### src/unsigned_divide_32_by_16_overflow_defines.svh
// ----------------------------------------------------------------------------
// unsigned divide assertion macros
// concurrent assertion helpers, clocked on clk and disabled while rst is high
// ----------------------------------------------------------------------------
`ifndef UNSIGNED_DIVIDE_32_BY_16_OVERFLOW_DEFINES_SVH
`define UNSIGNED_DIVIDE_32_BY_16_OVERFLOW_DEFINES_SVH

`ifndef SYNTHESIS
// same-cycle implication
`define UD32_ASSERT_IMPL(lbl, ante, cons, msg) \
  lbl: assert property (@(posedge clk) disable iff (rst) (ante) |-> (cons)) \
    else $error(msg);
// next-cycle implication
`define UD32_ASSERT_NEXT(lbl, ante, cons, msg) \
  lbl: assert property (@(posedge clk) disable iff (rst) (ante) |=> (cons)) \
    else $error(msg);
`else
`define UD32_ASSERT_IMPL(lbl, ante, cons, msg)
`define UD32_ASSERT_NEXT(lbl, ante, cons, msg)
`endif

`endif

### src/ud32_pkg.sv
// ----------------------------------------------------------------------------
// ud32_pkg
// widths, queue depths and item types of the unsigned divider
// ----------------------------------------------------------------------------
package ud32_pkg;

  localparam int WORD_BITS = 16;
  localparam int MID_DEPTH = 2;
  // pipeline stages plus room to cover pop latency
  localparam int OUT_DEPTH = WORD_BITS + 2;

  typedef struct packed {
    logic [2*WORD_BITS-1:0] dividend;
    logic [WORD_BITS-1:0]   divisor;
  } request_t;

  typedef struct packed {
    logic [WORD_BITS-1:0] quotient;
    logic [WORD_BITS-1:0] remainder;
    logic                 overflow;
  } result_t;

  // classified item between front and back, and the state of one division step
  typedef struct packed {
    logic                 overflow;
    logic [WORD_BITS-1:0] divisor;
    logic [WORD_BITS-1:0] rem;
    logic [WORD_BITS-1:0] quo;
  } work_t;

endpackage

### src/ud32_queue.sv
// ----------------------------------------------------------------------------
// ud32_queue
// small first-in first-out queue of registers with full and empty flags
// ----------------------------------------------------------------------------
module ud32_queue #(
  parameter int WIDTH = 1,
  parameter int DEPTH = 2
) (
  input  logic             clk,
  input  logic             rst,
  input  logic             push,
  output logic             full,
  input  logic [WIDTH-1:0] din,
  input  logic             pop,
  output logic             empty,
  output logic [WIDTH-1:0] dout
);

  localparam int PTR_BITS = (DEPTH > 1) ? $clog2(DEPTH) : 1;
  localparam int CNT_BITS = $clog2(DEPTH + 1);

  logic [WIDTH-1:0]    mem [DEPTH];
  logic [PTR_BITS-1:0] wr_ptr;
  logic [PTR_BITS-1:0] rd_ptr;
  logic [CNT_BITS-1:0] count;
  logic                do_push;
  logic                do_pop;

  assign full    = (count == CNT_BITS'(DEPTH));
  assign empty   = (count == '0);
  assign do_push = push && !full;
  assign do_pop  = pop && !empty;
  assign dout    = mem[rd_ptr];

  always_ff @(posedge clk) begin
    if (rst) begin
      wr_ptr <= '0;
      rd_ptr <= '0;
      count  <= '0;
    end else begin
      if (do_push) begin
        wr_ptr <= (wr_ptr == PTR_BITS'(DEPTH - 1)) ? '0 : wr_ptr + 1'b1;
      end
      if (do_pop) begin
        rd_ptr <= (rd_ptr == PTR_BITS'(DEPTH - 1)) ? '0 : rd_ptr + 1'b1;
      end
      if (do_push && !do_pop) begin
        count <= count + 1'b1;
      end else if (do_pop && !do_push) begin
        count <= count - 1'b1;
      end
    end
  end

  always_ff @(posedge clk) begin
    if (do_push) begin
      mem[wr_ptr] <= din;
    end
  end

endmodule

### src/ud32_front.sv
// ----------------------------------------------------------------------------
// ud32_front
// takes request items, flags overflow and hands classified items onward
// ----------------------------------------------------------------------------
module ud32_front (
  input  logic                clk,
  input  logic                rst,
  input  logic                push,
  output logic                full,
  input  ud32_pkg::request_t  request,
  output logic                work_push,
  input  logic                work_full,
  output ud32_pkg::work_t     work
);

  import ud32_pkg::*;

  logic  valid;
  logic  load;
  work_t work_next;

  assign full      = valid && work_full;
  assign load      = push && !full;
  assign work_push = valid;

  // overflow when the divisor does not exceed the high word, zero included
  always_comb begin
    work_next.rem      = request.dividend[2*WORD_BITS-1:WORD_BITS];
    work_next.quo      = request.dividend[WORD_BITS-1:0];
    work_next.divisor  = request.divisor;
    work_next.overflow = (request.divisor <= request.dividend[2*WORD_BITS-1:WORD_BITS]);
  end

  always_ff @(posedge clk) begin
    if (rst) begin
      valid <= 1'b0;
    end else begin
      valid <= load || (valid && work_full);
    end
  end

  always_ff @(posedge clk) begin
    if (load) begin
      work <= work_next;
    end
  end

endmodule

### src/ud32_step.sv
// ----------------------------------------------------------------------------
// ud32_step
// one registered restoring division step, overflow items pass unchanged
// ----------------------------------------------------------------------------
module ud32_step (
  input  logic            clk,
  input  logic            rst,
  input  logic            valid_in,
  input  ud32_pkg::work_t work_in,
  output logic            valid_out,
  output ud32_pkg::work_t work_out
);

  import ud32_pkg::*;

  logic [WORD_BITS:0]   shifted;
  logic [WORD_BITS+1:0] trial;
  work_t                work_next;

  always_comb begin
    shifted   = {work_in.rem, work_in.quo[WORD_BITS-1]};
    trial     = {1'b0, shifted} - {2'b00, work_in.divisor};
    work_next = work_in;
    if (!work_in.overflow) begin
      if (!trial[WORD_BITS+1]) begin
        work_next.rem = trial[WORD_BITS-1:0];
        work_next.quo = {work_in.quo[WORD_BITS-2:0], 1'b1};
      end else begin
        work_next.rem = shifted[WORD_BITS-1:0];
        work_next.quo = {work_in.quo[WORD_BITS-2:0], 1'b0};
      end
    end
  end

  always_ff @(posedge clk) begin
    if (rst) begin
      valid_out <= 1'b0;
    end else begin
      valid_out <= valid_in;
    end
  end

  always_ff @(posedge clk) begin
    if (valid_in) begin
      work_out <= work_next;
    end
  end

endmodule

### src/ud32_back.sv
// ----------------------------------------------------------------------------
// ud32_back
// division pipeline fed by credit from the result queue, never stalls inside
// ----------------------------------------------------------------------------
`include "unsigned_divide_32_by_16_overflow_defines.svh"

module ud32_back #(
  parameter int OUT_DEPTH = ud32_pkg::OUT_DEPTH
) (
  input  logic               clk,
  input  logic               rst,
  input  logic               work_empty,
  output logic               work_pop,
  input  ud32_pkg::work_t    work,
  output logic               empty,
  input  logic               pop,
  output ud32_pkg::result_t  result
);

  import ud32_pkg::*;

  localparam int HELD_BITS = $clog2(OUT_DEPTH + 1);

  logic [HELD_BITS-1:0] held;
  logic                 issue;
  logic                 out_pop;
  logic                 out_full;
  logic                 valid_pipe [WORD_BITS+1];
  work_t                work_pipe  [WORD_BITS+1];
  result_t              out_item;

  // items in the pipeline plus items in the result queue
  assign issue    = !work_empty && (held != HELD_BITS'(OUT_DEPTH));
  assign work_pop = issue;
  assign out_pop  = pop && !empty;

  assign valid_pipe[0] = issue;
  assign work_pipe[0]  = work;

  for (genvar g = 0; g < WORD_BITS; g++) begin : g_step
    ud32_step u_step (
      .clk       (clk),
      .rst       (rst),
      .valid_in  (valid_pipe[g]),
      .work_in   (work_pipe[g]),
      .valid_out (valid_pipe[g+1]),
      .work_out  (work_pipe[g+1])
    );
  end

  always_comb begin
    out_item.quotient  = work_pipe[WORD_BITS].quo;
    out_item.remainder = work_pipe[WORD_BITS].rem;
    out_item.overflow  = work_pipe[WORD_BITS].overflow;
  end

  always_ff @(posedge clk) begin
    if (rst) begin
      held <= '0;
    end else if (issue && !out_pop) begin
      held <= held + 1'b1;
    end else if (out_pop && !issue) begin
      held <= held - 1'b1;
    end
  end

  ud32_queue #(
    .WIDTH ($bits(result_t)),
    .DEPTH (OUT_DEPTH)
  ) u_out_queue (
    .clk   (clk),
    .rst   (rst),
    .push  (valid_pipe[WORD_BITS]),
    .full  (out_full),
    .din   (out_item),
    .pop   (pop),
    .empty (empty),
    .dout  (result)
  );

  `UD32_ASSERT_IMPL(a_out_no_overrun, valid_pipe[WORD_BITS], !out_full, "result queue overrun")
  `UD32_ASSERT_IMPL(a_held_bound, 1'b1, held <= HELD_BITS'(OUT_DEPTH), "credit count too high")
  `UD32_ASSERT_NEXT(a_held_drop, out_pop && !issue, held == $past(held) - 1'b1, "credit not returned")
  `UD32_ASSERT_IMPL(a_empty_no_credit, held == '0, empty && !valid_pipe[WORD_BITS], "item without credit")

endmodule

### src/unsigned_divide_32_by_16_overflow.sv
// ----------------------------------------------------------------------------
// unsigned_divide_32_by_16_overflow
// unsigned 32 by 16 divide with overflow flag, while not full one item per clock
// ----------------------------------------------------------------------------
// Takes a 32-bit dividend and a 16-bit divisor and returns quotient,
// remainder and an overflow flag. Overflow is raised when the divisor is
// not greater than the dividend high word (a zero divisor included); the
// quotient then carries the dividend low word and the remainder its high
// word, so the destination is left as it was. A new item is taken every
// clock while full is low, and a result can be taken every clock while
// empty is low. On its way to the result side an accepted item passes
// through the front register, the short queue and the restoring steps
// (16 pipelined steps, each one 17-bit subtract), and is then pushed
// into the result queue. The result queue holds every item that has
// entered the step pipeline, so the pipeline itself never stalls; when
// pop stays low the pipeline drains into it and full rises once the
// result queue, the short queue and the front register are all taken.
// ----------------------------------------------------------------------------
module unsigned_divide_32_by_16_overflow #(
  parameter int MID_DEPTH = ud32_pkg::MID_DEPTH,  // front to back queue
  parameter int OUT_DEPTH = ud32_pkg::OUT_DEPTH   // step count plus two keeps one item per clock
) (
  input  logic               clk,
  input  logic               rst,
  // request side
  input  logic               push,
  output logic               full,
  input  ud32_pkg::request_t request,
  // result side
  output logic               empty,
  input  logic               pop,
  output ud32_pkg::result_t  result
);

  import ud32_pkg::*;

  // classified items from the front
  logic  front_push;
  logic  front_full;
  work_t front_work;

  // short queue towards the division pipeline
  logic  mid_empty;
  logic  mid_pop;
  work_t mid_work;

  // accept, compare divisor against high word, register
  ud32_front u_front (
    .clk       (clk),
    .rst       (rst),
    .push      (push),
    .full      (full),
    .request   (request),
    .work_push (front_push),
    .work_full (front_full),
    .work      (front_work)
  );

  // lets front and back stall on their own
  ud32_queue #(
    .WIDTH ($bits(work_t)),
    .DEPTH (MID_DEPTH)
  ) u_mid_queue (
    .clk   (clk),
    .rst   (rst),
    .push  (front_push),
    .full  (front_full),
    .din   (front_work),
    .pop   (mid_pop),
    .empty (mid_empty),
    .dout  (mid_work)
  );

  // restoring division pipeline and result queue
  ud32_back #(
    .OUT_DEPTH (OUT_DEPTH)
  ) u_back (
    .clk        (clk),
    .rst        (rst),
    .work_empty (mid_empty),
    .work_pop   (mid_pop),
    .work       (mid_work),
    .empty      (empty),
    .pop        (pop),
    .result     (result)
  );

endmodule

### config.mk
export PLATFORM = sky130hd
export DESIGN_NAME = unsigned_divide_32_by_16_overflow
export DESIGN_NICKNAME = d
export VERILOG_FILES = /design/src/ud32_pkg.sv /design/src/ud32_queue.sv /design/src/ud32_front.sv /design/src/ud32_step.sv /design/src/ud32_back.sv /design/src/unsigned_divide_32_by_16_overflow.sv
export VERILOG_INCLUDE_DIRS = /design/src /design/src/src
export SDC_FILE = /design/constraint.sdc
export NUM_CORES = 2
export LEC_CHECK = 0
export CAP_MARGIN = 20
export CORE_MARGIN = 2
export CORE_UTILIZATION = 57
export DETAILED_ROUTE_END_ITERATION = 10
export DONT_BUFFER_PORTS = 1
export PLACE_DENSITY = 0.7
export SETUP_SLACK_MARGIN = 0.15
export SYNTH_ARGS = -nofsm -noshare
export SYNTH_HDL_FRONTEND = slang
export SYNTH_SLANG_ARGS = --single-unit
### constraint.sdc
create_clock -name clk -period 4.8 [get_ports clk]
set_input_delay 0.24 -clock clk [delete_from_list [all_inputs] [get_ports clk]]
set_output_delay 0.24 -clock clk [all_outputs]
set_load 0.05 [all_outputs]
# After elaboration in Yosys (flattened, before gate mapping)
# Memory sizes are Yosys's and may differ from the RTL's. A register that Yosys moved wholly into a read port is not among the register bits.
# Index checks and enable logic that the tools add are counted.
# W data, S select, Z words.
dict set report word_totals {
  regBits 858
  mem_bits_rw 692
  inputBits 52
  output_inout_bits 35
  word_cells 204
  mem_count 2
}
# name words word_bits rd rd_clocked_by_memory_dff wr line
set memory_table {}
lappend memory_table {u_back.u_out_queue.mem 18 33 1 1 1 ud32_queue.sv:22} ;# logic [WIDTH-1:0] mem [DEPTH];
lappend memory_table {u_mid_queue.mem 2 49 1 1 1 ud32_queue.sv:22}
dict set report classes {
  add_sub_neg 26
  order_cmp 1
  eq_ne 5
  n_mux 50
  n_reduce_logical 29
}
# cell n
set op_table {}
lappend op_table {{$mux W32} 32}
lappend op_table {{$sub A17 B16 Y18} 16}
lappend op_table {{$mux W5} 8}
lappend op_table {{$add A5 B1 Y5 const B} 4}
lappend op_table {{$le A16 B16 Y1} 1}
lappend op_table {{$eq A5 B5 Y1 const B} 3}
lappend op_table {{$logic_and A1 B1 Y1} 13}
lappend op_table {{$logic_not A1 Y1} 10}
lappend op_table {{$sub A5 B1 Y5 const B} 2}
lappend op_table {{$mux W1} 8}
lappend op_table {{$reduce_bool A2 Y1} 3}
lappend op_table {{$logic_not A5 Y1} 1}
lappend op_table {{$ne A5 B5 Y1 const B} 1}
lappend op_table {{$mux W2} 2}
lappend op_table {{$add A1 B1 Y1 const B} 2}
lappend op_table {{$add A2 B1 Y2 const B} 1}
lappend op_table {{$eq A2 B2 Y1 const B} 1}
lappend op_table {{$logic_not A2 Y1} 1}
lappend op_table {{$sub A2 B1 Y2 const B} 1}
lappend op_table {{$logic_or A1 B1 Y1} 1}

# Logic depth before layout (Yosys ltp)
dict set report depth {
  word_depth 7
  depth_mapped 15
}

# Cells and area by module
# From an unflattened synthesis, not the netlist that was laid out.
dict set report unflattened {
  hier_cells 5527
  area_unflattened_um2 76009.1
}
# mod instances cells_per_inst area_per_inst_um2 seq_area_each_um2
set by_module_without_submodules {}
lappend by_module_without_submodules {{ud32_step (u_back.g_step[12].u_step ...)} 13 243 2890.3 1491.4}
lappend by_module_without_submodules {{ud32_queue (u_back.u_out_queue)} 1 1325 23827.9 18237.5}
lappend by_module_without_submodules {{ud32_step (u_back.g_step[0].u_step ...)} 2 239 2849.0 1491.4}
lappend by_module_without_submodules {{ud32_queue (u_mid_queue)} 1 177 3746.1 3042.9}
lappend by_module_without_submodules {{ud32_step (u_back.g_step[11].u_step)} 1 240 2904.0 1491.4}
lappend by_module_without_submodules {ud32_front 1 110 1921.8 1491.4}
lappend by_module_without_submodules {ud32_back 1 38 337.8 100.1}

# Worst setup path before layout
# Ideal clock, no wire load.
dict set report synth_timing {
  path_kind {register to register}
  startpoint {reg (tool-made name)}
  endpoint {reg u_back.g_step[0].u_step.work_out[31] (netlist name) (data pin)}
  setup_time_ns 0.259
  t_arrival_ns 4.090
  slack_ns 0.451
  stages_incl_launch_ff 15
  path_buffers 3
  path_cell_list {dfxtp_1 -> buf_1 -> clkbuf_1 -> buf_1 -> mux2i_1 -> ha_1 -> nor2b_1 -> o31a_1 -> o31ai_2 -> a21oi_1 -> a311oi_1 -> a211oi_1 -> a211oi_1 -> xnor2_1 -> o31a_1}
}
# element line
set synth_rtl {}
lappend synth_rtl {{to (signal assigned)} ud32_step.sv:45} ;# work_out <= work_next;
lappend synth_rtl {{to (decl)} ud32_step.sv:11} ;# output ud32_pkg::work_t work_out

==> impl_metrics.env <==
export IMPL_outcome="finished clean"
export IMPL_cp_start_kind="register"
export IMPL_ys_types=79
export IMPL_timing_fmax_mhz=254
export IMPL_synth_edf_count=1509
export IMPL_clockPowerShare=0.334
export IMPL_drv_cap=0
export IMPL_antenna_found_initial=0
export IMPL_hold_violations=0
export IMPL_pin_count=87
export IMPL_cp_slowest_cell="dfxtp_2"
export IMPL_ys_ff_latch=1556
export IMPL_yosys_warnings=0
export IMPL_path_class="reg -> reg"
export IMPL_crit_buf_inv=0
export IMPL_grt_max_degree=73
export IMPL_die_w_um=362
export IMPL_cp_required_ns=5.34
export IMPL_num_rows=131
export IMPL_synthesis_nets=5380
export IMPL_cts_inserted_buffers=159
export IMPL_root_buffer="clkbuf_16"
export IMPL_fin_crit_sh=0.819
export IMPL_crit_path_cell_trace="mux2_2 > ha_1 > nor2b_1 > o31a_1 > o31ai_2 > a21oi_1 > a311oi_1 > a211oi_1 > a211oi_1 > xnor2_1 > o31a_1"
export IMPL_synth_area_leader_cell="edfxtp_1"
export IMPL_drive_above_1_share=0.183
export IMPL_cp_end_kind="register"
export IMPL_p_comb_frac=0.210
export IMPL_post_dp_hpwl_mm=94.4
export IMPL_die_area_um2=131000
export IMPL_drc=0
export IMPL_swShare=0.277
export IMPL_synth_top_area_frac=0.619
export IMPL_core_area_um2=128000
export IMPL_grt_pass1_wl_mm=228
export IMPL_synth_ff_type="edfxtp_1"
export IMPL_powerDensity_nw_per_um2=444
export IMPL_finClkSkew_ns=0.0450
export IMPL_setup_viol=0
export IMPL_synth_seq_area_share=0.632
export IMPL_switchingPower_w=0.00997
export IMPL_ctsResizeCount=0
export IMPL_crit_family="compound AO/OA/AOI/OAI gates"
export IMPL_synthArstFlopShare=0
export IMPL_internal_power_w=0.0261
export IMPL_syn_to_final_growth_pct=11.0
export IMPL_clockBufferDepth=3
export IMPL_grt_pass1_vias=41500
export IMPL_dr_pass1_iters=7
export IMPL_place_congestion=0.876
export IMPL_synth_top_cells_by_count="edfxtp_1, mux2_2, inv_1, nor2_1, ha_1"
export IMPL_p_leak_nw=29.0
export IMPL_htree_levels=4
export IMPL_worst_pin_slew_ns=1.06
export IMPL_wire_per_inst_um=20.6
export IMPL_setup_tns_ns=0
export IMPL_slew_headroom=0.298
export IMPL_grt_util_all_layers=0.221
export IMPL_fin_nets=5508
export IMPL_cts_tree="yes"
export IMPL_drt_iter0_markers=2945
export IMPL_hp_class="in -> reg"
export IMPL_initial_core_util=0.574
export IMPL_post_place_ws_ns=0.918
export IMPL_synth_cells=5023
export IMPL_rsz0062_at_grt="false"
export IMPL_ir_worst_vdd_mv=0.385
export IMPL_synth_avg_cell_area_um2=14.6
export IMPL_fillers=9273
export IMPL_clk_latency_ns=0.80
export IMPL_mappedNetlistArea_um2=73200
export IMPL_synth_most_common_cell="edfxtp_1"
export IMPL_num_vias=40600
export IMPL_slew_violations=0
export IMPL_crit_arrival_ns=4.47
export IMPL_io_buffers=0
export IMPL_finalWorstSetupSlack_ns=0.867
export IMPL_overflow=0
export IMPL_fp_dieH_um=362
export IMPL_slowest_delay_ns=0.76
export IMPL_wirelength_mm=143
export IMPL_cts_sink_count=1556
export IMPL_ant_nets=0
export IMPL_ys_top_cells_by_area="edfxtp_1, mux2_2, mux4_2"
export IMPL_path_max_fanout=30
export IMPL_seqPwrFrac=0.456
export IMPL_fin_crit_ns=3.93
export IMPL_path_clk_slew_ns=0.06
export IMPL_viasPerCell=5.84
-- power by group through the flow --
stage / clock network (W) / registers (W) / logic (W)
after global placement: 0 / 0.0168 / 0.00728
after global routing: 0.0128 / 0.0165 / 0.00834
after detailed placement: 0 / 0.0168 / 0.00741
final: 0.0121 / 0.0164 / 0.00757
after floorplan: 0 / 0.0164 / 0.00608
after CTS: 0.0123 / 0.0165 / 0.00751
-- routing by layer --
metal  routed length (um)  global-route usage
met2                73200               0.391
met1                60400               0.285
met3                 5960              0.0309
met5                    0                   0
met4                 3200              0.0634
-- worst paths after layout --
path / from / to / slack [ns] / depth (start not counted)
setup / recovery: register / u_back.g_step[0].u_step.work_out[31] / 0.87 / 11
hold reg to reg: u_back.g_step[10].u_step.work_out[41] / u_back.g_step[11].u_step.work_out[41] / 0.44 / 0
hold / removal: request[37] / u_front.work[21] / 0.07 / 1
setup reg to reg: register / u_back.g_step[0].u_step.work_out[31] / 0.87 / 11
-- what timing repair did --
| action | 4_1_cts | 5_1_grt |
|---|---|---|
| hold buffers | 53 | 0 |
| endpoints found under the hold margin | 121 | 0 |
| buffers inserted | 0 | 0 |
-- placed cells by master (no fill, tap or decap), types with 32 or more instances in the layout --
cell and n:
clkbuf_1 34, xnor2_1 114, buf_4 88, xor2_1 90, mux2i_1 134, a21o_1 92, nor2b_1 73, nor2_1 286
nand3_1 49, nor3_1 54, edfxtp_1 1509, nand2b_1 32, a211oi_1 34, mux4_2 165, ha_1 287, o21a_1 41
mux2_2 370, o21ai_0 173, a221o_1 34, clkbuf_16 162, dlygate4sd3_1 52, inv_1 349, a21oi_1 286, clkinv_1 33
nor3b_1 32, nand2_1 222
-- metrics by stage --
step	cell area [um2]	power (W)	hold WS, ns	std cells	utilization
2_1_floorplan	73200	0.0224	0.312	5023	-
3_3_place_gp	75400	0.0241	0.313	6589	0.591
3_5_place_dp	75400	0.0242	0.318	6591	0.592
4_1_cts	81100	0.0363	0.00132	6936	0.636
5_1_grt	81300	0.0377	0.0276	6944	0.637
6_report	81300	0.0360	0.0674	6945	0.637
-- cell families (layout without fill, tap and decap cells) --
family	count (synthesis)	count (layout)	synth area share
flops	1556	1556	0.632
other cells	0	1	0
fa+ha+maj	305	305	0.0540
simple gates	879	879	0.0567
xor+xnor	204	204	0.0244
buf+inv	538	797	0.0290
mux	685	685	0.129
compound gates	856	856	0.0749
-- worst register-to-register path, delay by kind of cell, from the launching register on --
family | cells | cell delay [ns]
DFF | 1 | 0.76
xor gates and xnor gates | 1 | 0.10
and+or+nand+nor | 1 | 0.14
adders and majority gates | 1 | 0.27
AOI/OAI and AO/OA | 7 | 1.97
muxes | 1 | 0.47
-- registers in the layout, indices dropped and copies added, names as in the netlist, named ones only --
signal / count
u_mid_queue.mem: 98
u_back.u_out_queue.rd_ptr: 5
u_back.g_step.u_step.valid_out: 16
u_back.held: 5
u_mid_queue.count: 2
u_back.u_out_queue.mem: 594
u_mid_queue.rd_ptr: 1
u_back.u_out_queue.wr_ptr: 5
u_front.work: 49
u_back.u_out_queue.count: 5
u_front.work_push: 1
u_mid_queue.wr_ptr: 1
u_back.g_step.u_step.work_out: 768
-- final cells by class --
cell class | instances | area [um2] | area share
inverter | 352 | 1320 | 0.0163
timing repair buffer | 153 | 1440 | 0.0177
tap | 1662 | 2080 | 0.0256
multi-input combinational | 2929 | 25000 | 0.308
clock buffer | 198 | 4210 | 0.0518
antenna | 1 | 2.50 | 0.0000308
clock inverter | 94 | 931 | 0.0115
sequential | 1556 | 46300 | 0.569
Power figures use the tool's default switching activity.
